### config.mk
export PLATFORM = sky130hd
export DESIGN_NAME = table_atan2_unit
export DESIGN_NICKNAME = d
export VERILOG_FILES = /design/src/rtl/ta2_pkg.sv /design/src/rtl/ta2_fold.sv /design/src/rtl/ta2_div.sv /design/src/rtl/ta2_interp.sv /design/src/rtl/ta2_unfold.sv /design/src/rtl/table_atan2_unit.sv
export SDC_FILE = /design/constraint.sdc
export NUM_CORES = 2
export LEC_CHECK = 0
export BUFFER_PORTS_ARGS = -buffer_cell sky130_fd_sc_hd__buf_2
export CAP_MARGIN = 20
export CORE_UTILIZATION = 30
export CTS_BUF_LIST = sky130_fd_sc_hd__clkbuf_8
export DETAILED_ROUTE_END_ITERATION = 8
export GPL_TIMING_DRIVEN = 0
export SLEW_MARGIN = 0
export SYNTH_ARGS = -nofsm -noshare
export SYNTH_HDL_FRONTEND = slang
export SYNTH_HIERARCHICAL = 1
export SYNTH_SLANG_ARGS = --single-unit
### constraint.sdc
create_clock -name clk -period 6.9 [get_ports clk]
set_clock_uncertainty 0.1 [all_clocks]
set_input_delay 0.69 -clock clk [delete_from_list [all_inputs] [get_ports clk]]
set_output_delay 0.69 -clock clk [all_outputs]
set_load 0.01 [all_outputs]
### src/rtl/ta2_pkg.sv
// shared types, constants and rom builder for the table atan2 unit
`default_nettype none

package ta2_pkg;

  // fixed formats
  localparam int ROM_FRAC     = 30;
  localparam int SERIES_FRAC  = 40;
  localparam int RATIO_FRAC   = 16;
  localparam int SERIES_TERMS = 200;
  localparam int ANGLE_WIDTH  = 16;
  localparam int PHASE_W      = 32;

  // angle constants in Q30
  localparam logic [PHASE_W-1:0] PI_Q30         = 32'd3373259426;
  localparam logic [PHASE_W-1:0] HALF_PI_Q30    = 32'd1686629713;
  localparam logic [PHASE_W-1:0] QUARTER_PI_Q30 = 32'd843314857;

  // how a coordinate pair folds into the first octant
  typedef enum logic [2:0] {
    CLS_ZERO_Y,
    CLS_ZERO_X,
    CLS_EQUAL,
    CLS_X_MAJOR,
    CLS_Y_MAJOR
  } ta2_cls_t;

  // control that travels beside the datapath
  typedef struct packed {
    ta2_cls_t cls;
    logic     x_neg;
    logic     y_neg;
  } ta2_side_t;

  // shift-subtract division, used only for elaboration-time table fill
  function automatic logic [63:0] udiv64(input logic [63:0] a, input logic [63:0] b);
    logic [63:0] q;
    logic [63:0] r;
    q = '0;
    r = '0;
    for (int bi = 63; bi >= 0; bi--) begin
      r = {r[62:0], a[bi]};
      q = {q[62:0], 1'b0};
      if (r >= b) begin
        r = r - b;
        q[0] = 1'b1;
      end
    end
    return q;
  endfunction

  // atan(i/n) in Q30 from a truncated Q40 Euler series, rounded half up
  function automatic logic [ROM_FRAC-1:0] rom_word(input logic [63:0] n, input logic [63:0] i);
    logic [63:0] i2;
    logic [63:0] d;
    logic [63:0] term;
    logic [63:0] sum;
    logic [63:0] rnd;
    logic        done;
    i2   = i * i;
    d    = n * n + i2;
    term = udiv64((i * n) << SERIES_FRAC, d);
    sum  = term;
    done = 1'b0;
    for (int k = 1; k <= SERIES_TERMS; k++) begin
      if (!done) begin
        term = udiv64(term * i2, d);
        term = udiv64(term * 64'(2 * k), 64'(2 * k + 1));
        if (term == 64'd0) begin
          done = 1'b1;
        end else begin
          sum = sum + term;
        end
      end
    end
    rnd = (sum + (64'd1 << (SERIES_FRAC - ROM_FRAC - 1))) >> (SERIES_FRAC - ROM_FRAC);
    return rnd[ROM_FRAC-1:0];
  endfunction

endpackage

`default_nettype wire

### src/rtl/ta2_fold.sv
// magnitude, axis detection and octant fold of one coordinate pair
`default_nettype none

module ta2_fold import ta2_pkg::*; #(
  parameter int CW = 16
) (
  input  logic          clk,
  input  logic          rst_n,
  input  logic          in_vld,
  input  logic [CW-1:0] y,
  input  logic [CW-1:0] x,
  output logic          vld_r,
  output logic [CW-1:0] num_r,
  output logic [CW-1:0] den_r,
  output ta2_side_t     side_r
);

  logic [CW-1:0] ay;
  logic [CW-1:0] ax;
  logic [CW-1:0] num_nxt;
  logic [CW-1:0] den_nxt;
  ta2_side_t     side_nxt;

  // two's complement magnitudes, most negative value kept as is
  assign ay = y[CW-1] ? (~y) + CW'(1) : y;
  assign ax = x[CW-1] ? (~x) + CW'(1) : x;

  // classify and order the magnitudes
  always_comb begin
    side_nxt.x_neg = x[CW-1];
    side_nxt.y_neg = y[CW-1];
    num_nxt        = ay;
    den_nxt        = ax;
    priority if (ay == '0) begin
      side_nxt.cls = CLS_ZERO_Y;
    end else if (ax == '0) begin
      side_nxt.cls = CLS_ZERO_X;
    end else if (ax == ay) begin
      side_nxt.cls = CLS_EQUAL;
    end else if (ax > ay) begin
      side_nxt.cls = CLS_X_MAJOR;
    end else begin
      side_nxt.cls = CLS_Y_MAJOR;
      num_nxt      = ax;
      den_nxt      = ay;
    end
  end

  // valid bit
  always_ff @(posedge clk) begin
    if (!rst_n) begin
      vld_r <= 1'b0;
    end else begin
      vld_r <= in_vld;
    end
  end

  // payload
  always_ff @(posedge clk) begin
    num_r  <= num_nxt;
    den_r  <= den_nxt;
    side_r <= side_nxt;
  end

endmodule

`default_nettype wire

### src/rtl/ta2_div.sv
// pipelined restoring divider: num*N*2^16/den, one quotient bit per stage
`default_nettype none

module ta2_div import ta2_pkg::*; #(
  parameter int CW = 16,
  parameter int N  = 32
) (
  input  logic                                  clk,
  input  logic                                  rst_n,
  input  logic                                  in_vld,
  input  logic [CW-1:0]                         num,
  input  logic [CW-1:0]                         den,
  input  ta2_side_t                             in_side,
  output logic                                  out_vld,
  output logic [$clog2(N)+RATIO_FRAC-1:0]       quot,
  output ta2_side_t                             out_side
);

  localparam int LB = $clog2(N);
  localparam int QW = LB + RATIO_FRAC;
  localparam int PW = CW + LB + 1;

  logic [PW-1:0] prod;
  logic          vld_r  [0:QW];
  logic [CW-1:0] rem_r  [0:QW];
  logic [QW-1:0] dvd_r  [0:QW];
  logic [QW-1:0] quo_r  [0:QW];
  logic [CW-1:0] den_r  [0:QW];
  ta2_side_t     side_r [0:QW];

  // scale the numerator; the high part seeds the remainder
  assign prod = PW'(num) * PW'(N);

  always_ff @(posedge clk) begin
    if (!rst_n) begin
      vld_r[0] <= 1'b0;
    end else begin
      vld_r[0] <= in_vld;
    end
  end

  always_ff @(posedge clk) begin
    rem_r[0]  <= prod[LB +: CW];
    dvd_r[0]  <= {prod[LB-1:0], {RATIO_FRAC{1'b0}}};
    quo_r[0]  <= '0;
    den_r[0]  <= den;
    side_r[0] <= in_side;
  end

  // one compare and subtract per stage
  for (genvar s = 0; s < QW; s++) begin : g_step
    logic [CW:0] shl;
    logic [CW:0] sub;
    logic        ge;

    assign shl = {rem_r[s], dvd_r[s][QW-1]};
    assign sub = shl - {1'b0, den_r[s]};
    assign ge  = (shl >= {1'b0, den_r[s]});

    always_ff @(posedge clk) begin
      if (!rst_n) begin
        vld_r[s+1] <= 1'b0;
      end else begin
        vld_r[s+1] <= vld_r[s];
      end
    end

    always_ff @(posedge clk) begin
      rem_r[s+1]  <= ge ? sub[CW-1:0] : shl[CW-1:0];
      dvd_r[s+1]  <= {dvd_r[s][QW-2:0], 1'b0};
      quo_r[s+1]  <= {quo_r[s][QW-2:0], ge};
      den_r[s+1]  <= den_r[s];
      side_r[s+1] <= side_r[s];
    end
  end

  assign out_vld  = vld_r[QW];
  assign quot     = quo_r[QW];
  assign out_side = side_r[QW];

endmodule

`default_nettype wire

### src/rtl/ta2_interp.sv
// arctangent table lookup and linear blend between neighbouring entries
`default_nettype none

module ta2_interp import ta2_pkg::*; #(
  parameter int N = 32
) (
  input  logic                            clk,
  input  logic                            rst_n,
  input  logic                            in_vld,
  input  logic [$clog2(N)+RATIO_FRAC-1:0] quot,
  input  ta2_side_t                       in_side,
  output logic                            out_vld,
  output logic [ROM_FRAC-1:0]             th,
  output ta2_side_t                       out_side
);

  localparam int LB = $clog2(N);
  localparam int QW = LB + RATIO_FRAC;
  localparam int IW = $clog2(N + 1);
  localparam int MW = ROM_FRAC + RATIO_FRAC;

  logic [ROM_FRAC-1:0]   rom_w [0:N];
  logic [LB-1:0]         ipart;
  logic [IW-1:0]         idx;
  logic [IW-1:0]         idx_hi;
  logic [MW-1:0]         mul;

  logic                  vld1_r, vld2_r, vld3_r, vld4_r;
  logic [ROM_FRAC-1:0]   lo1_r, hi1_r, lo2_r, lo3_r, diff2_r, adj3_r, th4_r;
  logic [RATIO_FRAC-1:0] w1_r, w2_r;
  logic                  keep2_r, keep3_r;
  ta2_side_t             side1_r, side2_r, side3_r, side4_r;

  // constant table atan(i/N), i = 0..N
  for (genvar gi = 0; gi <= N; gi++) begin : g_rom
    assign rom_w[gi] = rom_word(64'(N), 64'(gi));
  end

  // integer part of the ratio picks the segment
  assign ipart  = quot[QW-1 -: LB];
  assign idx    = (IW'(ipart) >= IW'(N)) ? IW'(N - 1) : IW'(ipart);
  assign idx_hi = idx + IW'(1);
  assign mul    = MW'(diff2_r) * MW'(w2_r);

  // valid bits
  always_ff @(posedge clk) begin
    if (!rst_n) begin
      vld1_r <= 1'b0;
      vld2_r <= 1'b0;
      vld3_r <= 1'b0;
      vld4_r <= 1'b0;
    end else begin
      vld1_r <= in_vld;
      vld2_r <= vld1_r;
      vld3_r <= vld2_r;
      vld4_r <= vld3_r;
    end
  end

  // table read, slope, weighted step, sum
  always_ff @(posedge clk) begin
    lo1_r   <= rom_w[idx];
    hi1_r   <= rom_w[idx_hi];
    w1_r    <= quot[RATIO_FRAC-1:0];
    side1_r <= in_side;

    diff2_r <= hi1_r - lo1_r;
    keep2_r <= (hi1_r < lo1_r);
    lo2_r   <= lo1_r;
    w2_r    <= w1_r;
    side2_r <= side1_r;

    adj3_r  <= mul[MW-1:RATIO_FRAC];
    keep3_r <= keep2_r;
    lo3_r   <= lo2_r;
    side3_r <= side2_r;

    th4_r   <= keep3_r ? lo3_r : lo3_r + adj3_r;
    side4_r <= side3_r;
  end

  assign out_vld  = vld4_r;
  assign th       = th4_r;
  assign out_side = side4_r;

endmodule

`default_nettype wire

### src/rtl/ta2_unfold.sv
// octant and quadrant unfold, rounding to the output format and sign
`default_nettype none

module ta2_unfold import ta2_pkg::*; #(
  parameter int AFB = 13
) (
  input  logic                   clk,
  input  logic                   rst_n,
  input  logic                   in_vld,
  input  logic [ROM_FRAC-1:0]    th,
  input  ta2_side_t              in_side,
  output logic                   out_vld,
  output logic [ANGLE_WIDTH-1:0] angle
);

  localparam int SHIFT = ROM_FRAC - AFB;

  logic [PHASE_W-1:0]     oct_nxt, phi_nxt;
  logic [PHASE_W:0]       rnd, rsh;
  logic [ANGLE_WIDTH-1:0] mag, angle_nxt;
  logic                   neg_nxt;

  logic                   vld1_r, vld2_r, vld3_r;
  logic [PHASE_W-1:0]     oct1_r, phi2_r;
  ta2_side_t              side1_r;
  logic                   neg2_r;
  logic [ANGLE_WIDTH-1:0] angle_r;

  // first octant angle, reflected for the y-major half
  always_comb begin
    unique case (in_side.cls)
      CLS_EQUAL:   oct_nxt = QUARTER_PI_Q30;
      CLS_Y_MAJOR: oct_nxt = HALF_PI_Q30 - PHASE_W'(th);
      default:     oct_nxt = PHASE_W'(th);
    endcase
  end

  // upper half-plane angle in [0, pi]
  always_comb begin
    neg_nxt = side1_r.y_neg && (side1_r.cls != CLS_ZERO_Y);
    unique case (side1_r.cls)
      CLS_ZERO_Y: phi_nxt = side1_r.x_neg ? PI_Q30 : '0;
      CLS_ZERO_X: phi_nxt = HALF_PI_Q30;
      default:    phi_nxt = side1_r.x_neg ? PI_Q30 - oct1_r : oct1_r;
    endcase
  end

  // round half up, then apply the sign
  assign rnd       = {1'b0, phi2_r} + ((PHASE_W + 1)'(1) << (SHIFT - 1));
  assign rsh       = rnd >> SHIFT;
  assign mag       = rsh[ANGLE_WIDTH-1:0];
  assign angle_nxt = neg2_r ? (~mag) + ANGLE_WIDTH'(1) : mag;

  always_ff @(posedge clk) begin
    if (!rst_n) begin
      vld1_r <= 1'b0;
      vld2_r <= 1'b0;
      vld3_r <= 1'b0;
    end else begin
      vld1_r <= in_vld;
      vld2_r <= vld1_r;
      vld3_r <= vld2_r;
    end
  end

  always_ff @(posedge clk) begin
    oct1_r  <= oct_nxt;
    side1_r <= in_side;
    phi2_r  <= phi_nxt;
    neg2_r  <= neg_nxt;
    angle_r <= angle_nxt;
  end

  assign out_vld = vld3_r;
  assign angle   = angle_r;

  // a positive x axis point always comes out as zero
  a_zero_y_pos: assert property (@(posedge clk) disable iff (!rst_n)
    (vld1_r && side1_r.cls == CLS_ZERO_Y && !side1_r.x_neg) |=> ##1 (angle_r == '0))
    else $error("positive x axis did not give zero angle");

  // a lower half-plane result is never positive when it fits the field
  a_sign: assert property (@(posedge clk) disable iff (!rst_n)
    (vld2_r && neg2_r && (AFB <= 13)) |=> (angle_r[ANGLE_WIDTH-1] || angle_r == '0))
    else $error("negative y gave a positive angle");

  // the quadrant angle never exceeds pi
  a_phi_range: assert property (@(posedge clk) disable iff (!rst_n)
    vld2_r |-> (phi2_r <= PI_Q30))
    else $error("quadrant angle above pi");

endmodule

`default_nettype wire

### src/rtl/table_atan2_unit.sv
// top level of the pipelined table-based four-quadrant arctangent
`default_nettype none

// Computes atan2(y, x) as a signed radian angle with ANGLE_FRAC_BITS fraction
// bits (16-bit field, +-25736 for pi at 13 bits).
// Input: a pair is transferred on each rising edge with start high and busy
// low. busy is held low, so a new pair may follow every cycle.
// Output: out_valid is high for exactly one cycle with out_angle; the receiver
// cannot hold results off, and none is needed since nothing waits inside.
// The pipeline runs through fold, divider, table blend and unfold in that order;
// the divider gives one quotient bit per stage, which sets most of its depth.
// Throughput is one pair per cycle.
// Axis cases, equal magnitudes and octant folding are resolved exactly; other
// pairs use a constant table of atan(i/N) with linear blending.
// Reset (synchronous, rst_n low) clears all valid bits; pairs in flight are
// dropped and the table needs no fill.
module table_atan2_unit import ta2_pkg::*; #(
  parameter int TABLE_ENTRIES   = 32,
  parameter int COORD_WIDTH     = 16,
  parameter int ANGLE_FRAC_BITS = 13
) (
  input  logic                          clk,
  input  logic                          rst_n,
  input  logic                          start,
  output logic                          busy,
  input  logic signed [COORD_WIDTH-1:0] in_y_coord,
  input  logic signed [COORD_WIDTH-1:0] in_x_coord,
  output logic                          out_valid,
  output logic signed [ANGLE_WIDTH-1:0] out_angle
);

  localparam int QW      = $clog2(TABLE_ENTRIES) + RATIO_FRAC;
  localparam int LATENCY = 9 + QW;
  localparam int SHIFT   = ROM_FRAC - ANGLE_FRAC_BITS;
  localparam logic [63:0] HALF_RND =
    (64'(HALF_PI_Q30) + (64'd1 << (SHIFT - 1))) >> SHIFT;
  localparam logic [ANGLE_WIDTH-1:0] HALF_ANGLE = HALF_RND[ANGLE_WIDTH-1:0];

  logic                   f_vld, d_vld, i_vld;
  logic [COORD_WIDTH-1:0] f_num, f_den;
  ta2_side_t              f_side, d_side, i_side;
  logic [QW-1:0]          d_quot;
  logic [ROM_FRAC-1:0]    i_th;
  logic [ANGLE_WIDTH-1:0] u_angle;

  assign busy = 1'b0;

  // fold into the first octant
  ta2_fold #(.CW(COORD_WIDTH)) u_fold (
    .clk    (clk),
    .rst_n  (rst_n),
    .in_vld (start && !busy),
    .y      (in_y_coord),
    .x      (in_x_coord),
    .vld_r  (f_vld),
    .num_r  (f_num),
    .den_r  (f_den),
    .side_r (f_side)
  );

  // scaled ratio
  ta2_div #(.CW(COORD_WIDTH), .N(TABLE_ENTRIES)) u_div (
    .clk      (clk),
    .rst_n    (rst_n),
    .in_vld   (f_vld),
    .num      (f_num),
    .den      (f_den),
    .in_side  (f_side),
    .out_vld  (d_vld),
    .quot     (d_quot),
    .out_side (d_side)
  );

  // table lookup and blend
  ta2_interp #(.N(TABLE_ENTRIES)) u_interp (
    .clk      (clk),
    .rst_n    (rst_n),
    .in_vld   (d_vld),
    .quot     (d_quot),
    .in_side  (d_side),
    .out_vld  (i_vld),
    .th       (i_th),
    .out_side (i_side)
  );

  // unfold, round and sign
  ta2_unfold #(.AFB(ANGLE_FRAC_BITS)) u_unfold (
    .clk     (clk),
    .rst_n   (rst_n),
    .in_vld  (i_vld),
    .th      (i_th),
    .in_side (i_side),
    .out_vld (out_valid),
    .angle   (u_angle)
  );

  assign out_angle = u_angle;

  // every result traces back to a transfer a fixed latency earlier
  a_latency: assert property (@(posedge clk) disable iff (!rst_n)
    out_valid |-> $past(start, LATENCY))
    else $error("result without a matching transfer");

  // a transfer always yields a result after the pipeline latency
  a_no_loss: assert property (@(posedge clk) disable iff (!rst_n)
    (start && !busy) |-> ##LATENCY out_valid)
    else $error("transfer produced no result");

  // positive y axis gives pi/2
  a_half_pi: assert property (@(posedge clk) disable iff (!rst_n)
    (start && in_x_coord == '0 && in_y_coord != '0 && !in_y_coord[COORD_WIDTH-1])
      |-> ##LATENCY (out_angle == HALF_ANGLE))
    else $error("positive y axis did not give pi/2");

endmodule

`default_nettype wire
-- Word level (Yosys, flattened, before mapping)
Memories as Yosys holds them, arrays and structs flattened. A register that Yosys moved wholly into a read port is not among the register bits.
Index checks and enable logic that the tools add are counted.
- register bits: 329
- memory bits (writable): 1738
- bits in read-only memories: 3840
- input bits: 35
- output and inout bits: 18
- logic and storage cells: 204
- memories: 8
- add/subtract/negate cells: 30
- multipliers: 1
- magnitude comparators: 23
- eq/ne operators: 4
- multiplexer cells: 64
- bitwise gates (word level): 27
- reductions and logical operators: 8
- memory list (name ; words ; bits a word ; read ports ; clocked after Yosys merged registers in ; write ports ; RTL line ; RTL):
    (name not given) ; 64 ; 30 ; 1 ; 1 ; 0 ; ta2_interp.sv:62 ; lo1_r <= rom_w[idx];
    (name not given) ; 64 ; 30 ; 1 ; 1 ; 0 ; ta2_interp.sv:63 ; hi1_r <= rom_w[idx_hi];
    u_div.quo_r ; 22 ; 21 ; 22 ; 0 ; 22 ; ta2_div.sv:27 ; logic [QW-1:0] quo_r [0:QW];
    u_div.dvd_r ; 22 ; 20 ; 21 ; 0 ; 22 ; ta2_div.sv:26 ; logic [QW-1:0] dvd_r [0:QW];
    u_div.den_r ; 22 ; 16 ; 21 ; 0 ; 22 ; ta2_div.sv:28 ; logic [CW-1:0] den_r [0:QW];
    u_div.rem_r ; 22 ; 16 ; 21 ; 0 ; 22 ; ta2_div.sv:25 ; logic [CW-1:0] rem_r [0:QW];
    +2 memories ; -- ; -- ; -- ; -- ; -- ; -- ;
- operators with widths (kind ; count):
    $mux 16 ; 32
    $ge 17x16->1 ; 21
    $sub 16x16->16 ; 21
    $pmux 32 s2 ; 2
    $mux 32 ; 2
    $add 16x1->16 const B ; 3
    $not 16->16 ; 3
    $mul 30x16->46 ; 1
    $add 32x17->33 const B ; 1
    $logic_not 16->1 ; 2
    $sub 31x30->32 const A ; 1
    $sub 32x32->32 const A ; 1
    $add 30x30->30 ; 1
    $lt 30x30->1 ; 1
    $mux 30 ; 1
    $sub 30x30->30 ; 1
    $mux 1 ; 25
    $or 1x1->1 ; 22
    $eq 16x16->1 ; 1
    $gt 16x16->1 ; 1
    $not 5->7 ; 1
    $not 6->7 ; 1
    $add 5x1->6 const B ; 1
    $eq 3x1->1 const B ; 1
    10 further kinds ; 10

-- Depth between registers and ports, before layout
- depth after elaboration: 8
- depth in mapped cells: 25
- mapped depth without buffers: 24

-- Cells and area by module
The synthesis kept the hierarchy.
- by module, submodules not included (module ; instances ; cells each ; area each (um2) ; seq. area each (um2)):
    ta2_div ; 1 ; 3903 ; 39524.2 ; 20719.9
    ta2_interp ; 1 ; 2900 ; 25831.0 ; 5365.1
    ta2_unfold ; 1 ; 437 ; 3721.1 ; 1441.4
    ta2_fold ; 1 ; 243 ; 2344.7 ; 760.7
    table_atan2_unit ; 1 ; 2 ; 11.3 ; 0.0

-- Worst setup path after synthesis
No wires, ideal clock.
- path type: register to register
- from: register u_interp.w2_r[1]
- to: register u_interp.adj3_r[29]
- library setup time: 0.122 ns
- arrival time: 6.034 ns
- data required time: 6.678 ns
- setup slack: 0.643 ns
- cell stages (with the launch flop): 24
- buffers on the path: 2
- period minus slack after synthesis: 6.257 ns
- path through: dfxtp_1 -> clkbuf_1 -> clkbuf_1 -> nand2_1 -> fa_1 -> fa_1 -> fa_1 -> inv_1 -> fa_1 -> fa_1 -> inv_1 -> fa_1 -> inv_1 -> ha_1 -> a211oi_1 -> o211ai_1 -> a32oi_1 -> o21ai_1 -> o21ba_2 -> a21oi_1 -> a21oi_1 -> a31oi_1 -> o21ai_0 -> xnor2_1
- cells in the longest elaborated chain, start to end: 1
- ends and longest elaborated chain (element ; RTL line ; RTL):
    start: declaration ; ta2_interp.sv:30 ; logic [RATIO_FRAC-1:0] w1_r, w2_r;
    start signal: assignment ; ta2_interp.sv:70 ; w2_r <= w1_r;
    $mul 30x16->46 ; ta2_interp.sv:43 ; assign mul = MW'(diff2_r) * MW'(w2_r);
    named net u_interp.mul[45] ; ta2_interp.sv:26 ; logic [MW-1:0] mul;
    end signal: assignment ; ta2_interp.sv:73 ; adj3_r <= mul[MW-1:RATIO_FRAC];
    end: declaration ; ta2_interp.sv:29 ; logic [ROM_FRAC-1:0] lo1_r, hi1_r, lo2_r, lo3_r, diff2_r, adj3_r, th4_r;
The timed path passes the listed nets, and every way through them passes these cells.
A chain may end at the register's enable or synchronous reset.

-- Final worst setup path
- from: register u_interp.diff2_r[28]
- to: register u_interp.adj3_r[26]
- cells in the longest elaborated chain, start to end: 1
- ends and longest elaborated chain (element ; RTL line ; RTL):
    start: declaration ; ta2_interp.sv:29 ;
    start signal: assignment ; ta2_interp.sv:67 ; diff2_r <= hi1_r - lo1_r;
    $mul 30x16->46 ; ta2_interp.sv:43 ;
    named net u_interp.mul[42] ; ta2_interp.sv:26 ;
The timed path passes the listed nets, and every way through them passes these cells.

==> metrics list <==
- Averaged over all synthesized cells, the footprint is 9.54 um2.
- Summing every instance area after synthesis gives 71,400 um2.
- Top routing layer used: met4
- The worst register-to-register path ends at u_interp/adj3_r[26].
- Half-perimeter wire length after detailed placement: 138,000 um
* Fin crit share: 98.3%
* Maximum number of pins on one net before global-route repair: 21
* Wire length per cell: 15.9 um
- In the routed layout, each cell is associated on average with a via count of 4.68.
- Critical R2R Launch: u_interp/diff2_r[28]
- In this run the clock root is driven by a sky130_fd_sc_hd__clkbuf_8.
* Core occupancy in the finished layout: 34.6%
- The number of nets in the synthesized netlist is 8,478.
- The worst hold path belongs to the class input port to register.
* Crit-path max FO: 10
- The floorplan step set the die width to 490 um.
* R2R depth: 21
- Sequential cell area fraction in the yosys report: 39.6%
* Post-synth EDFFs: 0
* Total die area: 240,000 um2
* Vias post-DR: 52,200
- The total count of hold-check failures in the final report came to 0.
- The final layout contains 8,806 nets.
* Wire length on met3: 8640 um
* Normalized max-slew margin: 32.9%
- The filler cells instantiated in the layout total 23,700.
- The multi-input combinational cells in the finished layout cover a total of 38,500 um2.
* Num ports: 53
- Count of mapped cells out of synthesis: 7,485
* Hold Path Sink: u_fold/den_r[3]
* R2R Setup Slk: 0.12 ns
- Starting density of the core: 30.3%
* Clock latency of the later-clocked register in the worst-skew pair: 0.97 ns
- In this run the remaining antenna-violating nets after routing total 0.
* Share of layout cells above drive strength 1: 8.95%
* Global-route wire length before repair: 284,000 um
- Clock period minus final worst setup slack: 6.78 ns
- Register bit total from synthesis: 1,413
* Layout-stage area growth over the synthesis result: 14.2%
- Most Frequent Cell on Critical Path: sky130_fd_sc_hd__fa_1
* Count of synthesis-stage warnings from yosys: 6
- Area share of the largest cell type after synthesis: 39.6%
* Most numerous cell in the Yosys netlist: sky130_fd_sc_hd__dfxtp_1
* Die Y: 490 um
- After synthesis, the most frequently instantiated cells are 1,413 x sky130_fd_sc_hd__dfxtp_1, 958 x sky130_fd_sc_hd__inv_1, 797 x sky130_fd_sc_hd__nand2_1, 547 x sky130_fd_sc_hd__ha_1, 420 x sky130_fd_sc_hd__o21ai_0.
- Global routing finished with a remaining overflow of 0.
* Async set-or-reset flop fraction in the synthesized netlist: 0%
* Main synth FF type: sky130_fd_sc_hd__dfxtp_1
- Outcome: finished, final reports clean
- Routability congestion estimate from global placement: 0.931
- Clock edge transition at the registers on the reported setup and hold paths: 0.06 ns
- CP cell instances: buf_2 > nand2_1 > fa_1 > inv_1 > fa_1 > fa_1 > fa_1 > fa_1 > inv_1 > fa_1 > inv_1 > ha_1 > a21o_1 > a21oi_1 > and2_1 > a311o_1 > o21ba_4 > a21oi_4 > a21oi_1 > a21oi_1 > xnor2_1
* Hold path depth: 3
- Type of the worst setup path: register to register
- Cell Rows: 178
* Source of the worst hold timing path: in_y_coord[3]
* TritonCTS Buffers: 230
- Transition time at the pin with the least slew margin: 0.999 ns
- The routed design has 178,000 um of wire.
- Cell type contributing the most total cell area after synthesis: sky130_fd_sc_hd__dfxtp_1
* Number of DRC violations after detailed-routing iteration 0: 2,832
* Largest cells by area after synthesis: sky130_fd_sc_hd__dfxtp_1 40%, sky130_fd_sc_hd__fa_1 12%, sky130_fd_sc_hd__ha_1 9.6%
- In this run the worst setup path begins at u_interp/diff2_r[28].
- Among all stages on the critical path, the largest delay is contributed by sky130_fd_sc_hd__fa_1.
* Core Area: 236,000 um2
- The largest single stage delay on the critical path is 0.59 ns.
* Area taken by flip-flops and latches: 28,300 um2
- The via count of the first global-routing pass is 53,800.
- # port buffers: 50
- STA classifies the critical path startpoint as a register.
- Final-report max-slew violation count: 0
- Post-route met1 wirelength: 74,800 um
- Fmax: 147 MHz
* Final count of negative-setup-slack endpoints: 0
* Count of max-cap constraint violations: 0
* CTS H-tree lvls: 4
- The routed design uses 87,400 um of met2 wire.
- STA puts the critical path data required time at 7.57 ns.
- Yosys cell types: 104
* Crit. End Element: register
* Arrival @ worst endpoint: 7.45 ns
- TritonCTS built the clock tree.
* Total Routing Usage GR: 14.6%
- No sink is reached through more buffers than the 3 on the longest clock path.
* Clock Sinks: 1,413
* Number of antenna violations at the first check in global routing: 7
* Post-route DRC violation count: 0
* First-pass iteration count of the detailed router: 6
[area by class of cell]
cell class,instances,area share [%]
multi-input combinational,4859,47.2
tap,3150,4.83
clock buffer,280,4.72
antenna,7,0.0215
sequential,1413,34.7
inverter,960,4.43
timing repair buffer,96,0.859
buffer,253,1.72
clock inverter,132,1.44
[per-stage QoR]
| step | std cells | setup slack [ns] | hold WS, ns | area [um2] | TNS [ns] |
|---|---|---|---|---|---|
| detailed placement | 10700 | -1.69 | 0.212 | 75600 | -23.26 |
| CTS | 11100 | 0.000266 | 0.00442 | 81400 | 0 |
| floorplan | 7485 | 0.643 | 0.210 | 71400 | 0 |
| global route | 11100 | -0.0313 | 0.0628 | 81600 | -0.0902 |
| global placement | 10700 | -1.65 | 0.210 | 75600 | -22.35 |
| finish | 11200 | 0.120 | 0.125 | 81600 | 0 |
[flip-flops by register name, summed over array words and instances (netlist names), 16 cells and up]
| register | count |
|---|---|
| u_div/vld_r | 22 |
| u_unfold/angle | 16 |
| u_fold/den_r | 16 |
| u_interp/w1_r | 16 |
| u_interp/lo1_r | 30 |
| u_interp/w2_r | 16 |
| u_interp/diff2_r | 30 |
| u_interp/hi1_r | 30 |
| u_unfold/phi2_r | 16 |
| u_interp/lo2_r | 30 |
| u_div/rem_r | 336 |
| u_fold/num_r | 16 |
| u_unfold/oct1_r | 31 |
| u_interp/th | 30 |
| u_div/den_r | 336 |
| u_interp/adj3_r | 30 |
| u_div/quo_r | 231 |
| u_div/side_r | 110 |
| u_interp/lo3_r | 30 |
[per-layer routing]
| layer | global-route usage [%] | up-vias |
|---|---|---|
| met2 | 25.7 | 1389 |
| met5 | 0 | - |
| li1 | - | 25500 |
| met4 | 6.19 | 0 |
| met1 | 17.3 | 24900 |
| met3 | 2.43 | 412 |
[critical path: cells and delay by family (launching register included)]
kind	cells	cell delay, ns
XOR/XNOR	1	0.48
buffers and inverters	4	0.50
flip-flops	1	0.47
adder cells (fa/ha/maj)	7	3.56
AO/OA/AOI/OAI	7	1.26
AND/OR/NAND/NOR	2	0.28
[cells by family after synthesis]
family,after synthesis,synth area share [%]
simple gates,1897,12.6
compound gates,1469,13.0
flops,1413,39.6
buf+inv,1213,6.66
fa+ha+maj,958,21.1
xor+xnor,385,4.72
mux,149,2.26
other cells,1,0.00525
[how the worst max path moves through the flow]
stage	end	cells after the start
after floorplan	u_interp/adj3_r[29]	23
after global placement	u_interp/adj3_r[29]	23
after detailed placement	u_interp/adj3_r[29]	23
after CTS	u_interp/adj3_r[25]	24
after global routing	u_interp/adj3_r[25]	23
final	u_interp/adj3_r[26]	21
[placed cells by master, fill, tap and decap left out, types with 37 or more instances in the layout]
cell type                       instances
sky130_fd_sc_hd__a211oi_1              47
sky130_fd_sc_hd__a21o_1               142
sky130_fd_sc_hd__a21oi_1              377
sky130_fd_sc_hd__a31oi_1               44
sky130_fd_sc_hd__and2_1               257
sky130_fd_sc_hd__buf_2                 65
sky130_fd_sc_hd__buf_4                 37
sky130_fd_sc_hd__clkbuf_1             129
sky130_fd_sc_hd__clkbuf_8             286
sky130_fd_sc_hd__clkinv_2              38
sky130_fd_sc_hd__dfxtp_1             1385
sky130_fd_sc_hd__dlygate4sd3_1         42
sky130_fd_sc_hd__fa_1                 410
sky130_fd_sc_hd__ha_1                 545
sky130_fd_sc_hd__inv_1               1015
sky130_fd_sc_hd__mux2_2                86
sky130_fd_sc_hd__mux2i_1               61
sky130_fd_sc_hd__nand2_1              797
sky130_fd_sc_hd__nand2b_1              47
sky130_fd_sc_hd__nand3_1               82
sky130_fd_sc_hd__nand4_1               72
sky130_fd_sc_hd__nor2_1               308
sky130_fd_sc_hd__nor2b_1               59
sky130_fd_sc_hd__nor3_1               116
sky130_fd_sc_hd__o211ai_1              56
sky130_fd_sc_hd__o21a_1                72
sky130_fd_sc_hd__o21ai_0              417
sky130_fd_sc_hd__o31ai_1               54
sky130_fd_sc_hd__or3_1                 37
sky130_fd_sc_hd__xnor2_1              216
sky130_fd_sc_hd__xor2_1               166
[repair_timing]
action	in CTS	in global routing
setup buffers	2	2
hold buffers	42	0
resized for setup	134	83
pin swaps	9	11
endpoints found under the setup margin	28	13
hold endpoints to repair	43	0
Power is left out: the tool's default activity adds up to more than one toggle a clock period on the data nets, which glitch-free logic cannot reach.
